**src/hw/rtl/llra_pkg.sv**
```systemverilog
package llra_pkg;

	// Row storage geometry
	localparam int MAX_ROWS   = 64;
	localparam int WIDTH_BITS = 16;
	localparam int ROW_IDX_W  = (MAX_ROWS > 1) ? $clog2(MAX_ROWS) : 1;
	localparam int ROW_CNT_W  = $clog2(MAX_ROWS + 1);

	// Fixed field widths
	localparam int ITEM_W   = 12;
	localparam int ROWS_W   = 7;
	localparam int PAD_W    = 8;
	localparam int CHOSEN_W = 6;
	localparam int WIDEST_W = 16;
	localparam int CFG_W    = 8;
	localparam int REG_IDX_W = 1;

	// Register reset values
	localparam logic [ROWS_W-1:0] ROWS_RESET = ROWS_W'(1);
	localparam logic [PAD_W-1:0]  PAD_RESET  = PAD_W'(4);

	// Register indexes
	localparam logic [REG_IDX_W-1:0] REG_ACTIVE_ROWS = 1'b0;
	localparam logic [REG_IDX_W-1:0] REG_PAD_WIDTH   = 1'b1;

	localparam logic [32:0] WIDTH_MAX_EXT = (33'd1 << WIDTH_BITS) - 33'd1;
	localparam logic [32:0] WIDEST_MAX_EXT = 33'h0_FFFF;

	typedef logic [WIDTH_BITS-1:0] row_w_t;
	typedef logic [ROW_IDX_W-1:0]  row_idx_t;
	typedef logic [ROW_CNT_W-1:0]  row_cnt_t;

	typedef enum logic [1:0] {
		ST_IDLE,
		ST_SCAN,
		ST_LAST,
		ST_WRITE
	} state_t;

	// Controller to datapath
	typedef struct packed {
		logic start;
		logic rd_en;
		logic wr_en;
	} cmd_t;

	// Datapath to controller
	typedef struct packed {
		logic rd_last;
		logic out_free;
	} status_t;

	// Item width plus pad, clipped to the row range
	function automatic row_w_t sat_inc(logic [ITEM_W-1:0] w, logic [PAD_W-1:0] p);
		logic [ITEM_W:0] s;
		s = {1'b0, w} + (ITEM_W + 1)'(p);
		if (33'(s) > WIDTH_MAX_EXT)
			return '1;
		return row_w_t'(s);
	endfunction

	// Row width sum, clipped to the row range
	function automatic row_w_t sat_row(row_w_t a, row_w_t b);
		logic [WIDTH_BITS:0] s;
		s = {1'b0, a} + {1'b0, b};
		if (s[WIDTH_BITS])
			return '1;
		return s[WIDTH_BITS-1:0];
	endfunction

	// Row width reported on the result port
	function automatic logic [WIDEST_W-1:0] clip_widest(row_w_t m);
		if (33'(m) > WIDEST_MAX_EXT)
			return '1;
		return WIDEST_W'(m);
	endfunction

endpackage

```
**src/hw/rtl/llra_ram.sv**
```systemverilog
module llra_ram #(
	parameter int WIDTH = 16,
	parameter int DEPTH = 64,
	localparam int AW = (DEPTH > 1) ? $clog2(DEPTH) : 1
) (
	input  logic             clk,
	input  logic             we,
	input  logic [AW-1:0]    waddr,
	input  logic [WIDTH-1:0] wdata,
	input  logic             re,
	input  logic [AW-1:0]    raddr,
	output logic [WIDTH-1:0] rdata
);

	logic [WIDTH-1:0] mem_q [DEPTH];
	logic [WIDTH-1:0] rd_data_q;

	// Write one entry, read one entry with registered data
	always_ff @(posedge clk) begin
		if (we)
			mem_q[waddr] <= wdata;
		if (re)
			rd_data_q <= mem_q[raddr];
	end

	assign rdata = rd_data_q;

endmodule

```
**src/hw/rtl/llra_ctrl.sv**
```systemverilog
module llra_ctrl import llra_pkg::*; (
	input  logic    clk,
	input  logic    arst_n,
	input  logic    in_valid,
	output logic    in_ready,
	input  status_t status,
	output cmd_t    cmd
);

	state_t state_q, state_d;

	// Hold the state
	always_ff @(posedge clk or negedge arst_n) begin
		if (!arst_n)
			state_q <= ST_IDLE;
		else
			state_q <= state_d;
	end

	// Sequence one item: scan the rows, drain the read, write back
	always_comb begin
		state_d  = state_q;
		in_ready = 1'b0;
		cmd      = '0;
		case (state_q)
			ST_IDLE: begin
				in_ready = 1'b1;
				if (in_valid) begin
					cmd.start = 1'b1;
					state_d   = ST_SCAN;
				end
			end
			ST_SCAN: begin
				cmd.rd_en = 1'b1;
				if (status.rd_last)
					state_d = ST_LAST;
			end
			ST_LAST: begin
				state_d = ST_WRITE;
			end
			ST_WRITE: begin
				if (status.out_free) begin
					cmd.wr_en = 1'b1;
					state_d   = ST_IDLE;
				end
			end
			default: begin
				state_d = ST_IDLE;
			end
		endcase
	end

endmodule

```
**src/hw/rtl/llra_dp.sv**
```systemverilog
module llra_dp import llra_pkg::*; (
	input  logic                 clk,
	input  logic                 arst_n,
	input  logic                 cfg_we,
	input  logic [REG_IDX_W-1:0] cfg_index,
	input  logic [CFG_W-1:0]     cfg_data,
	input  logic [ITEM_W-1:0]    item_width,
	input  logic                 last_item,
	input  cmd_t                 cmd,
	output status_t              status,
	output logic                 out_valid,
	input  logic                 out_ready,
	output logic [CHOSEN_W-1:0]  row_chosen,
	output logic                 set_done,
	output logic [WIDEST_W-1:0]  widest_row
);

	// Configuration and control state
	logic [ROWS_W-1:0]   active_rows_q;
	logic [PAD_W-1:0]    pad_width_q;
	logic                set_starting_q;
	logic [MAX_ROWS-1:0] valid_q;
	logic                out_valid_q;
	logic                rd_v_s1;
	row_idx_t            rd_cnt_q;

	// Item payload and scan results
	logic [ITEM_W-1:0]   item_q;
	logic                last_q;
	logic [PAD_W-1:0]    pad_q;
	logic [PAD_W-1:0]    set_pad_q;
	row_cnt_t            n_q;
	row_idx_t            idx_s1;
	row_idx_t            best_q;
	row_w_t              best_val_q;
	row_w_t              max_q;
	logic [CHOSEN_W-1:0] row_q;
	logic                done_q;
	logic [WIDEST_W-1:0] widest_q;

	logic [8:0] rows_ext;
	row_cnt_t   n_clamped;
	row_w_t     ram_rdata;
	row_w_t     rd_data;
	row_w_t     new_w;
	row_w_t     widest;

	// Clamp the row count to 1..MAX_ROWS
	always_comb begin
		rows_ext = 9'(active_rows_q);
		if (rows_ext == 9'd0)
			n_clamped = row_cnt_t'(1);
		else if (rows_ext > 9'(MAX_ROWS))
			n_clamped = row_cnt_t'(MAX_ROWS);
		else
			n_clamped = row_cnt_t'(rows_ext);
	end

	llra_ram #(
		.WIDTH(WIDTH_BITS),
		.DEPTH(MAX_ROWS)
	) u_rows (
		.clk  (clk),
		.we   (cmd.wr_en),
		.waddr(best_q),
		.wdata(new_w),
		.re   (cmd.rd_en),
		.raddr(rd_cnt_q),
		.rdata(ram_rdata)
	);

	// Rows not written since set start read as the set's pad
	always_comb begin
		rd_data = valid_q[idx_s1] ? ram_rdata : row_w_t'(set_pad_q);
		new_w   = sat_row(best_val_q, sat_inc(item_q, pad_q));
		widest  = (new_w > max_q) ? new_w : max_q;
	end

	assign status.rd_last  = (row_cnt_t'(rd_cnt_q) == (n_q - row_cnt_t'(1)));
	assign status.out_free = !out_valid_q || out_ready;

	// Control registers
	always_ff @(posedge clk or negedge arst_n) begin
		if (!arst_n) begin
			active_rows_q  <= ROWS_RESET;
			pad_width_q    <= PAD_RESET;
			set_starting_q <= 1'b1;
			valid_q        <= '0;
			out_valid_q    <= 1'b0;
			rd_v_s1        <= 1'b0;
			rd_cnt_q       <= '0;
		end else begin
			if (cfg_we) begin
				case (cfg_index)
					REG_ACTIVE_ROWS: active_rows_q <= cfg_data[ROWS_W-1:0];
					REG_PAD_WIDTH:   pad_width_q   <= cfg_data[PAD_W-1:0];
					default: ;
				endcase
			end
			rd_v_s1 <= cmd.rd_en;
			if (cmd.start) begin
				rd_cnt_q <= '0;
				if (set_starting_q) begin
					valid_q        <= '0;
					set_starting_q <= 1'b0;
				end
			end else if (cmd.rd_en) begin
				rd_cnt_q <= rd_cnt_q + row_idx_t'(1);
			end
			if (cmd.wr_en) begin
				valid_q[best_q] <= 1'b1;
				out_valid_q     <= 1'b1;
				if (last_q)
					set_starting_q <= 1'b1;
			end else if (out_ready) begin
				out_valid_q <= 1'b0;
			end
		end
	end

	// Latch the item, track minimum and maximum over the scan, load the result
	always_ff @(posedge clk) begin
		if (cmd.start) begin
			item_q <= item_width;
			last_q <= last_item;
			pad_q  <= pad_width_q;
			n_q    <= n_clamped;
			if (set_starting_q)
				set_pad_q <= pad_width_q;
		end
		idx_s1 <= rd_cnt_q;
		if (rd_v_s1) begin
			if (idx_s1 == '0 || rd_data < best_val_q) begin
				best_q     <= idx_s1;
				best_val_q <= rd_data;
			end
			if (idx_s1 == '0 || rd_data > max_q)
				max_q <= rd_data;
		end
		if (cmd.wr_en) begin
			row_q    <= CHOSEN_W'(best_q);
			done_q   <= last_q;
			widest_q <= last_q ? clip_widest(widest) : '0;
		end
	end

	assign out_valid  = out_valid_q;
	assign row_chosen = row_q;
	assign set_done   = done_q;
	assign widest_row = widest_q;

endmodule

```
**src/hw/rtl/least_loaded_row_assign.sv**
```systemverilog
// Least-loaded row assignment.
// Input channel (in_valid/in_ready) takes one item: item_width and last_item.
// Output channel (out_valid/out_ready) returns one result per item: the row
// it went to, set_done on the last item of a set, and then the widest row.
// Configuration: write cfg_data to register cfg_index while cfg_we is high;
// index 0 is active_rows, index 1 is pad_width. Write only while idle.
// Each item scans the N active rows (N = active_rows clamped to 1..64)
// through the single read port of the row-width memory, one row per cycle.
// After the scan come the LAST and WRITE states; the result becomes valid and
// in_ready returns as the write-back leaves WRITE, so items never overlap.
// The first item of a set starts every row at pad_width; no clearing pass is
// needed, per-row valid bits stand in for the stored widths.
// Reset: active_rows is 1, pad_width is 4, no result is pending and the
// next item opens a new set.
// A stalled result waits in the output register; the block still accepts
// the next item and holds its write-back until the register is free.
module least_loaded_row_assign import llra_pkg::*; (
	input  logic                 clk,
	input  logic                 arst_n,
	input  logic                 cfg_we,
	input  logic [REG_IDX_W-1:0] cfg_index,
	input  logic [CFG_W-1:0]     cfg_data,
	input  logic                 in_valid,
	output logic                 in_ready,
	input  logic [ITEM_W-1:0]    item_width,
	input  logic                 last_item,
	output logic                 out_valid,
	input  logic                 out_ready,
	output logic [CHOSEN_W-1:0]  row_chosen,
	output logic                 set_done,
	output logic [WIDEST_W-1:0]  widest_row
);

	cmd_t    cmd;
	status_t status;

	llra_ctrl u_ctrl (
		.clk     (clk),
		.arst_n  (arst_n),
		.in_valid(in_valid),
		.in_ready(in_ready),
		.status  (status),
		.cmd     (cmd)
	);

	llra_dp u_dp (
		.clk       (clk),
		.arst_n    (arst_n),
		.cfg_we    (cfg_we),
		.cfg_index (cfg_index),
		.cfg_data  (cfg_data),
		.item_width(item_width),
		.last_item (last_item),
		.cmd       (cmd),
		.status    (status),
		.out_valid (out_valid),
		.out_ready (out_ready),
		.row_chosen(row_chosen),
		.set_done  (set_done),
		.widest_row(widest_row)
	);

endmodule

```
**config.mk**
```make
export PLATFORM = sky130hd
export DESIGN_NAME = least_loaded_row_assign
export DESIGN_NICKNAME = d
export VERILOG_FILES = /design/src/hw/rtl/llra_pkg.sv /design/src/hw/rtl/llra_ram.sv /design/src/hw/rtl/llra_ctrl.sv /design/src/hw/rtl/llra_dp.sv /design/src/hw/rtl/least_loaded_row_assign.sv
export SDC_FILE = /design/constraint.sdc
export NUM_CORES = 1
export LEC_CHECK = 0
export ABC_AREA = 1
export BUFFER_PORTS_ARGS = -buffer_cell sky130_fd_sc_hd__buf_2
export CORE_MARGIN = 3
export CORE_UTILIZATION = 40
export DETAILED_ROUTE_END_ITERATION = 10
export PLACE_DENSITY_LB_ADDON = 0.12
export SLEW_MARGIN = 20
export SYNTH_ARGS = -nofsm -noshare
export SYNTH_HDL_FRONTEND = slang
export SYNTH_SLANG_ARGS = --single-unit
```
**constraint.sdc**
```tcl
create_clock -name clk -period 8.33 [get_ports clk]
set_clock_uncertainty 0.2 [all_clocks]
set_input_delay 0.833 -clock clk [delete_from_list [all_inputs] [get_ports clk]]
set_output_delay 0.833 -clock clk [all_outputs]
set_load 0.005 [all_outputs]
```
**Word level (Yosys, flattened, before mapping)**

Memory sizes are Yosys's and may differ from the RTL's. A register that Yosys moved wholly into a read port is not among the register bits.
Cells that the tools add are included.

- Logic and storage cells: 91
- Output and inout port bits: 25
- RAM bits: 1024
- Bits of input ports: 27
- Flip-flop bits (word level): 193
- Memories kept: 1

Memories:

| memory | depth | width | read ports | clocked after Yosys merged registers in | wr ports | RTL line | source |
|---|---|---|---|---|---|---|---|
| u_dp.u_rows.mem_q | 64 | 16 | 1 | 1 | 1 | llra_ram.sv:15 | `logic [WIDTH-1:0] mem_q [DEPTH];` |

- Bitwise logic cells: 2
- Mux-type cells: 32
- Equal/unequal tests: 7
- Add/sub/neg operators: 4
- Reductions and logical operators: 17
- $lt $le $gt $ge: 7

Operator list:

| kind | number |
|---|---|
| 64-bit two-way mux | 3 |
| 16-bit two-way mux | 4 |
| 64-bit bitwise OR | 1 |
| 16-bit greater-than comparator | 2 |
| 16-bit by 13-bit adder with 17-bit output | 1 |
| 16-bit < comparator | 1 |
| 1-bit two-way mux | 16 |
| 6-bit by 7-bit < comparator with 1-bit output, second input constant | 2 |
| 12-bit by 8-bit adder with 13-bit output | 1 |
| 6-bit two-way mux | 2 |
| 2-bit AND reduction | 5 |
| 2-bit one-hot mux with 4 select lines | 1 |
| 6-bit by 7-bit == test with 1-bit output | 1 |
| 7-bit greater-than comparator, second input constant | 1 |
| 7-bit zero test | 1 |
| 7-bit two-way mux | 1 |
| 7-bit by 1-bit subtractor with 7-bit output, second input constant | 1 |
| 6-bit by 1-bit adder with 6-bit output, second input constant | 1 |
| 1-bit binary-select mux with 6-bit select | 1 |
| 1-bit demux with 6-bit select | 1 |
| 6-bit by 1-bit >= comparator with 1-bit output, second input constant | 1 |
| 6-bit zero test | 1 |
| 2-bit two-way mux | 3 |
| 2-bit inequality test, second input constant | 3 |
| other kinds (10) | 14 |

**Longest topological paths before layout**

Gate-level depths: netlist of the first run.

- Depth after elaboration: 6
- Depth in mapped cells: 29
- Gate-level depth less buffers: 28

**Modules after synthesis**

Synthesis of the first run repeated with hierarchy kept, for this count alone.

- Cells, all modules: 4553
- Area, all modules: 52181.3 um^2

By module, submodules not included:

| module | times used | cells each | seq. area each (um^2) | area each (um^2) |
|---|---|---|---|---|
| llra_ram | 1 | 3517 | 31230.0 | 42259.3 |
| llra_dp | 1 | 1008 | 5238.8 | 9720.6 |
| llra_ctrl | 1 | 28 | 50.0 | 201.4 |

**Worst setup path after synthesis of the first run**

OpenSTA, ideal clock, no wires.

- Path type: register to register
- From: reg u_dp.best_val_q[3]
- To: reg u_dp.widest_q[12], in the netlist u_dp.widest_row[12] (data pin)
- Library setup time: 175 ps
- Required time: 7955 ps
- Path buffers: 1
- Period minus slack after synthesis: 6723 ps
- Arrival time: 6348 ps
- Setup slack: 1607 ps
- Cell stages (with the launch flop): 20
- Path through: edfxtp_1 fa_1 ha_1 a21oi_1 nand2_1 a21boi_1 o21ai_2 a21boi_1 o21ai_1 nand2_1 inv_1 o21ai_0 ha_1 nand4_1 o221a_2 nand2_1 nand2_1 clkbuf_1 nor2_1 a211oi_1

- Longest elaborated chain between the ends: 5

RTL lines:

| item | RTL line | source |
|---|---|---|
| start: declaration | llra_dp.sv:35 | `row_w_t best_val_q;` |
| start signal: assignment | llra_dp.sv:135 | `best_val_q <= rd_data;` |
| 16-bit by 13-bit adder with 17-bit output * | llra_pkg.sv:65 | `s = {1'b0, a} + {1'b0, b};` |
| 1-bit two-way mux | llra_pkg.sv:66 | `if (s[WIDTH_BITS])` |
| 16-bit two-way mux * | llra_pkg.sv:68 | `return s[WIDTH_BITS-1:0];` |
| named net u_dp.new_w[12] | llra_dp.sv:45 | `row_w_t new_w;` |
| 16-bit greater-than comparator | llra_dp.sv:76 | `widest = (new_w > max_q) ? new_w : max_q;` |
| 16-bit two-way mux * | llra_dp.sv:76 |  |
| end signal: assignment | llra_dp.sv:143 | `widest_q <= last_q ? clip_widest(widest) : '0;` |
| end: declaration | llra_dp.sv:39 | `logic [WIDEST_W-1:0] widest_q;` |

The timed path passes the listed nets; every way through them passes the cells marked *.
A chain may end at the register's enable or synchronous reset.

**Worst setup path after layout of the first run**

- From: reg u_dp.best_val_q[3]
- To: reg u_dp.widest_q[9], in the netlist u_dp.widest_row[9] (data pin)

- Longest elaborated chain between the ends: 5

RTL lines:

| item | RTL line |
|---|---|
| 16-bit by 13-bit adder with 17-bit output * | llra_pkg.sv:65 |
| 1-bit two-way mux | llra_pkg.sv:66 |
| 16-bit two-way mux * | llra_pkg.sv:68 |
| named net u_dp.new_w[10] | llra_dp.sv:45 |
| 16-bit greater-than comparator * | llra_dp.sv:76 |
| 16-bit two-way mux * | llra_dp.sv:76 |

Marks and branches as above.

==> results of run 1 <==
## synth_stat cells, types with 2 or more instances
master | number | area (um2)
buf_6 | 3 | 33.8
inv_2 | 6 | 22.5
or2_2 | 4 | 25.0
clkbuf_1 | 214 | 803
a32o_1 | 11 | 110
clkinv_1 | 2 | 7.51
nor4_1 | 2 | 12.5
dfxtp_1 | 6 | 120
o221a_2 | 2 | 22.5
o21ai_0 | 570 | 2850
buf_4 | 5 | 37.5
buf_1 | 11 | 41.3
nand3_2 | 2 | 20.0
xnor2_1 | 3 | 26.3
nand2_1 | 328 | 1230
a211oi_1 | 8 | 60.1
buf_2 | 23 | 115
o22ai_1 | 209 | 1310
xor2_1 | 11 | 96.3
inv_1 | 159 | 597
edfxtp_1 | 1137 | 34100
nand3_1 | 112 | 561
a21boi_1 | 2 | 15.0
nor2_1 | 623 | 2340
o21ai_1 | 4 | 20.0
fa_1 | 9 | 180
dfrtp_1 | 87 | 2180
ha_1 | 69 | 863
o211ai_1 | 30 | 225
a31oi_1 | 19 | 119
dfstp_2 | 3 | 78.8
a21oi_1 | 56 | 280
o221ai_1 | 104 | 911
nor3_1 | 6 | 30.0
nand4_1 | 58 | 363
## worst register-to-register path: stages, from the launching register on
cell,delay [ns]
edfxtp_1,0.42
fa_1,0.51
ha_1,0.35
a21oi_1,0.14
nand2_1,0.10
a21boi_1,0.28
o21ai_2,0.11
a21boi_1,0.23
o21ai_1,0.12
nand2_1,0.12
nand2_1,0.11
nand3_2,0.51
nand3_4,0.88
ha_1,0.67
nand2_1,0.09
nor2_1,0.05
a211oi_1,0.18
o221a_2,0.21
nand2_1,0.04
nand2_1,0.30
inv_1,0.37
o21ai_0,0.28
a31oi_1,0.07
## worst max path at each step
stage                             from             endpoint  slack [ns]  depth (start not counted)
global route        u_dp.best_val_q[3]  u_dp.widest_row[11]        1.18                         22
floorplan           u_dp.best_val_q[3]  u_dp.widest_row[12]        1.61                         19
finish              u_dp.best_val_q[3]   u_dp.widest_row[9]        1.70                         22
detailed placement  u_dp.best_val_q[3]   u_dp.widest_row[4]        1.76                         22
global placement    u_dp.best_val_q[3]  u_dp.widest_row[14]        1.82                         22
CTS                 u_dp.best_val_q[3]   u_dp.widest_row[9]        1.74                         22
## cells in the final DEF, fill, tap and decap left out, types with 55 or more instances in the layout
cell type	count
inv_1	156
ha_1	69
clkbuf_16	139
a21oi_1	55
o221ai_1	104
edfxtp_1	1137
buf_4	121
nand4_1	58
nand3_1	109
o21ai_0	569
o22ai_1	209
nand2_1	318
nor2_1	604
dfrtp_1	84
## kinds of logic after synthesis
kind of cell,count (synthesis)
muxes,1
and+or+nand+nor,1137
AOI/OAI and AO/OA,1023
DFF,1233
adders and majority gates,78
xor gates and xnor gates,14
buffers and inverters,423
## routing by layer
metal  part of all wire [%]  global-route usage (%)
met5                      0                       0
met3                    5.4                    3.26
met2                     45                    34.4
met1                     47                    32.8
met4                    2.5                    6.48
## flip-flops by register name, summed over array words and instances (netlist names), 2 cells and up
register	cells
u_dp.item_q	12
u_dp.row_chosen	6
u_dp.max_q	16
u_dp.rd_cnt_q	6
u_dp.n_q	7
u_dp.set_pad_q	8
u_dp.idx_s1	6
u_dp.pad_q	8
u_dp.best_val_q	16
u_dp.pad_width_q	8
u_dp.best_q	6
u_dp.u_rows.mem_q	1024
u_ctrl.state_q	2
u_dp.u_rows.rdata	16
u_dp.valid_q	64
u_dp.widest_row	16
u_dp.active_rows_q	7
## power groups by stage
| stage | combinational (W) | clock [W] | sequential (W) |
|---|---|---|---|
| after floorplan | 0.00564 | 0 | 0.0107 |
| after global placement | 0.00989 | 0 | 0.0107 |
| after detailed placement | 0.00996 | 0 | 0.0107 |
| after CTS | 0.00997 | 0.00563 | 0.0105 |
| after global routing | 0.0109 | 0.00586 | 0.0106 |
| final | 0.00982 | 0.00550 | 0.0106 |
## through the flow
step / std cells / utilization (%) / hold slack, ns / power, W / cell area, um2
final: 5702 / 45.6 / 0.0899 / 0.0259 / 56400
after floorplan: 3909 / - / 0.145 / 0.0163 / 50000
after global routing: 5699 / 45.5 / 0.0444 / 0.0273 / 56400
after detailed placement: 5466 / 42.3 / 0.270 / 0.0206 / 52400
after CTS: 5699 / 45.5 / 0.0317 / 0.0261 / 56400
after global placement: 5466 / 42.3 / 0.266 / 0.0206 / 52400
## layout make-up
type | instances | area share [%]
inverter | 167 | 1.14
clock buffer | 183 | 6.51
timing repair buffer | 177 | 2.25
tap | 1637 | 3.63
antenna | 3 | 0.0133
sequential | 1233 | 64.8
clock inverter | 49 | 0.537
multi-input combinational | 2253 | 21.1
## repair_timing
action / in CTS / in global routing
endpoints found under the hold margin: 29 / 0
setup endpoints to repair: 0 / 0
hold buffers: 1 / 0
gates resized for setup: 0 / 0
buffers inserted: 0 / 0
==> metrics.md, run 1 <==
| Metric | Value |
|---|---|
| Status | `finished, final reports clean` |
| Crit Path Max Fanout | `66` |
| HP Class | `input port to register` |
| Peak supply drop | `~1.1 mV` |
| Area of the multi-input gates | `around 12000 um2` |
| Comb power frac | `a little under two fifths` |
| Crit path max-delay family | `simple AND/OR/NAND/NOR gates` |
| Pint | `about 0.016 W` |
| Post-synth cell types | `46` |
| Fin nets | `a little over 4000` |
| Top FF cell, synth | `edfxtp_1` |
| R2r endpoint | `u_dp.widest_row[9]` |
| P_leak | `between 15 and 20 nW` |
| Register area | `36500 um2` |
| First-pass GRT wire length | `between 200000 and 250000 um` |
| Crit path required time | `roughly 8.6 ns` |
| Synth Area in Simple Gates | `9.21%` |
| Net Sw Power | `0.0103 W` |
| Synth Cell Area | `about 50000 um2` |
| Pwr dens | `~460 nW/um2` |
| # setup viols final | `0` |
| Worst path most repeated cell | `nand2_1` |
| P&R area growth vs syn | `12.9%` |
| Die height | `359 um` |
| Post-Route WL | `about 150000 um` |
| Clock-pin slew on the worst setup and hold paths | `0.06 ns` |
| Async S/R FF share, synth | `7.30%` |
| Setup crit end kind | `register` |
| Clock root buffer | `clkbuf_16` |
| Final Cycle Share | `between 70% and 80%` |
| Final worst setup slack | `1.70 ns` |
| Site row count | `between 100 and 150` |
| RSZ-0062 raised after global routing | `false` |
| Vias in the first global route | `between 30000 and 40000` |
| FILL cells | `11204` |
| Final HPWL DP | `a little under 80000 um` |
| Final Hold Viols | `0` |
| Port Buffers | `51` |
| Via Count | `between 30000 and 40000` |
| Largest family of logic cells by synthesized area | `compound AO/OA/AOI/OAI gates` |
| Clock period minus worst slack | `~6.6 ns` |
| Die area | `~130000 um2` |
| Post-synthesis net count | `~4000` |
| Initial antenna violation count | `2` |
| Post-synthesis mux area share | `less than 1%` |
| CP arrival | `around 6.9 ns` |
| Worst Path Buf+Inv | `1` |
| Share of cells above drive strength 1 | `between 10% and 20%` |
| TritonCTS clock tree | `done` |
| CP max stage delay | `around 0.9 ns` |
| WL per Instance | `25.6 um` |
| Syn Area/Cell | `12.8 um2` |
| RR Startpoint | `u_dp.best_val_q[3]` |
| Setup TNS | `0 ns` |
| Hold path depth | `1` |
| Clk buf depth | `3` |
| Worst-Margin Slew | `approximately 1.1 ns` |
| Final Slew Violations | `0` |
| Synth Area in Compound Gates | `12.0%` |
| Reg2reg setup slack | `roughly 1.7 ns` |
| Num CTS Buffers | `around 130` |
| Residual DRC count | `0` |
| Die X | `359 um` |
| DR iter-0 viols | `3588` |
| Post-Syn Instances | `3909` |
| Synth warn | `0` |
| Startpoint types | `register` |
| Reg power frac | `40.8%` |
| WHS Endpoint | `u_dp.item_q[6]` |
| Initial Util | `between 40 and 50%` |
| Largest net degree at the start of global routing | `about 190` |
| Total congestion overflow | `0` |
| Adder-cell share of the synthesized area | `2.09%` |
| Max Fclk | `about 0.15 GHz` |
| Detail Route Antenna Nets | `0` |
| Clk_lat worst skew | `~0.72 ns` |
| Worst rel slew slack | `between 20% and 30%` |
| Post-DR vias/cell | `between 5 and 6` |
| Register area share after synthesis | `approximately three quarters` |
| GR Util All Layers | `~22%` |
| Setup Crit Path Kind | `register to register` |
| Ports | `52` |
| Final GP Congestion | `around 0.8` |
| Slowest CP cell | `nand3_4` |
| CP Cell Sequence | `fa_1 -> ha_1 -> a21oi_1 -> nand2_1 -> a21boi_1 -> o21ai_2 -> a21boi_1 -> o21ai_1 -> nand2_1 -> nand2_1 -> nand3_2 -> nand3_4 -> ha_1 -> nand2_1 -> nor2_1 -> a211oi_1 -> o221a_2 -> nand2_1 -> nand2_1 -> inv_1 -> o21ai_0 -> a31oi_1` |
| Post-synth EDFFs | `~1100` |
| DRT Pass-1 Iters | `5` |
| Placement Setup Slack | `1.76 ns` |
| Floorplan core area | `~120000 um2` |
| Sink Count | `roughly 1200` |
| CTS H-Tree Depth | `4` |
| Clock power frac | `between 20% and 30%` |
| FF-to-FF path depth | `22` |
| #FFs+latches synth | `~1200` |
| Maxcap violations | `0` |
| Switching share of power | `39.9%` |
| Hold Startpoint | `item_width[6]` |
| Synth Area in XOR/XNOR | `less than 1%` |
No activity file was read; power rests on OpenSTA's default activity.
==> run 2: changes to the inputs <==
clock period = 6.85 ns   (was 8.33 ns; I/O delays follow)
==> run 2 against run 1 <==
  * Sequential share of layout area is 0.55 points lower
  * Utilization grew 0.39 points
  * Critical path depth increased by 2
  * Global-route usage about the same
  * Sequential power grew 22%
  * Clock power rose by 27%
  * Wire length is 0.61% lower
  * Count of clock-buffer cells in the layout rose by 2
  * Critical path type unchanged
  * Highest routed layer unchanged
==> metrics.md, run 2 (same netlist as run 1, synthesis figures left out) <==
| Metric | Value |
|---|---|
| TritonCTS clock tree | `done` |
| Share of cells above drive strength 1 | `10.5%` |
| Final Hold Viols | `0` |
| DR iter-0 viols | `approximately 3300` |
| Final HPWL DP | `roughly 78000 um` |
| Max Fclk | `approximately 0.18 GHz` |
| Peak supply drop | `0.887 mV` |
| Initial antenna violation count | `2` |
| FILL cells | `11123` |
| Clock-pin slew on the worst setup and hold paths | `~0.050 ns` |
| Initial Util | `between 40% and 50%` |
| Commonest non-fill, non-tap cells in the layout | `1137 x edfxtp_1, 605 x nor2_1, 569 x o21ai_0, 318 x nand2_1, 209 x o22ai_1` |
| WL per Instance | `between 20 and 30 um` |
| Startpoint types | `register` |
| Largest regs | `u_dp.u_rows.mem_q (1024), u_dp.valid_q (64)` |
| Die X | `about 360 um` |
| Floorplan core area | `between 100000 and 150000 um2` |
| Setup TNS | `0 ns` |
| First-pass GRT wire length | `214000 um` |
| Ports | `52` |
| Crit Path Max Fanout | `23` |
| Worst-Margin Slew | `roughly 1.1 ns` |
| Num CTS Buffers | `approximately 140` |
| Final GP Congestion | `between 0.8 and 0.9` |
| Post-layout util | `45.9%` |
| Crit path required time | `7.23 ns` |
| Post-DR vias/cell | `around 5.6` |
| HP Class | `input port to register` |
| Clock period minus worst slack | `about 5.5 ns` |
| # setup viols final | `0` |
| Top reg by flops | `u_dp.u_rows.mem_q` |
| Port Buffers | `51` |
| Largest net degree at the start of global routing | `173` |
| RSZ-0062 raised after global routing | `false` |
| Maxcap violations | `0` |
| Placement Setup Slack | `1.29 ns` |
| Sink Count | `roughly 1200` |
| Site row count | `about 130` |
| Detail Route Antenna Nets | `0` |
| Vias in the first global route | `between 30000 and 40000` |
| Clk buf depth | `3` |
| Die area | `~130000 um2` |
| GR Util All Layers | `22.3%` |
| Worst rel slew slack | `around 25%` |
| Final worst setup slack | `between 1 and 1.5 ns` |
| Fin nets | `approximately 4000` |
| Post-Route WL | `approximately 150000 um` |
| Final Cycle Share | `between 80% and 90%` |
| Residual DRC count | `0` |
| Setup crit end kind | `register` |
| Pwr dens | `562 nW/um2` |
| Status | `finished, final reports clean` |
| Power Total | `roughly 0.032 W` |
| CP arrival | `around 6 ns` |
| DRT Pass-1 Iters | `5` |
| P&R area growth vs syn | `13.9%` |
| CTS H-Tree Depth | `4` |
| Total congestion overflow | `0` |
| Clk_lat worst skew | `0.75 ns` |
| P_leak | `between 15 and 20 nW` |
| PostCTS Resize Cnt | `0` |
| Most common cell after layout, fill and taps aside | `edfxtp_1` |
| Setup Crit Path Kind | `register to register` |
| Clock root buffer | `clkbuf_16` |
| Final Slew Violations | `0` |
| Via Count | `between 30000 and 40000` |
| Die height | `between 300 and 400 um` |
| Max FFs per register | `just over 1000` |
| Setup Fix Bufs, Post-CTS | `0` |
-- run 2: power breakdown --
group,switching (W),leakage (nW),internal [W]
Clock,0.00292,2.08,0.00406
Sequential,0.000454,11.5,0.0125
Combinational,0.00943,5.72,0.00261
Total,0.0128,19.3,0.0191
-- run 2: what timing repair did --
action,CTS,global route
hold buffers,20,0
endpoints found under the setup margin,0,0
hold endpoints to repair,76,0
-- run 2: path summary, 6_finish.rpt --
path / from / endpoint / slack, ns / depth (start not counted)
worst max-delay path: u_dp.best_val_q[3] / u_dp.widest_row[9] / 1.33 / 24
worst min-delay path: cfg_data[4] / u_dp.pad_width_q[4] / 0.09 / 3
worst max register to register: u_dp.best_val_q[3] / u_dp.widest_row[9] / 1.33 / 24
worst min register to register: u_dp.pad_width_q[3] / u_dp.pad_q[3] / 0.29 / 0
max in group asynchronous: arst_n / u_dp.rd_cnt_q[0] / 5.03 / 3
min in group asynchronous: arst_n / u_dp.valid_q[34] / 0.39 / 2
-- run 2: layer usage --
metal | track usage (%) | part of all wire, % | routed length [um]
met5 | 0 | 0 | 0
met4 | 7.33 | 2.8 | 4020
met3 | 3.25 | 5.6 | 8080
met2 | 35.5 | 47 | 67800
met1 | 31.4 | 45 | 65100
-- run 2: worst max-delay path, stage by stage (launching register included) --
cell,delay [ns]
edfxtp_1,0.41
fa_1,0.49
ha_1,0.34
a21oi_1,0.14
nand2_1,0.10
a21boi_1,0.28
o21ai_2,0.11
a21boi_1,0.26
o21ai_1,0.12
nand2_1,0.10
nand2_1,0.10
nand3_2,0.49
nand3_4,0.12
ha_1,0.33
nand2_1,0.05
inv_1,0.07
nand2_1,0.07
o211a_1,0.20
o221ai_1,0.17
nand2_1,0.07
nand2_1,0.07
nand2_1,0.22
inv_1,0.49
o21ai_0,0.15
a31oi_1,0.18
-- run 2: stage by stage --
| stage | instance area (um2) | instances | hold WS (ns) |
|---|---|---|---|
| floorplan | 50000 | 3909 | 0.145 |
| global placement | 52400 | 5467 | 0.267 |
| detailed placement | 52400 | 5467 | 0.269 |
| CTS | 56900 | 5736 | 0.0226 |
| global route | 56900 | 5736 | 0.0759 |
| finish | 56900 | 5737 | 0.0879 |
-- run 2: final cells by class --
cell class	instances	area, um2	area share, %
Clock buffer	185	3780	6.65
Tap cell	1637	2050	3.60
Inverter	167	642	1.13
Timing Repair Buffer	197	1480	2.60
Sequential cell	1233	36500	64.2
Clock inverter	64	473	0.832
Multi-Input combinational cell	2253	11900	21.0
Antenna cell	1	2.50	0.00440
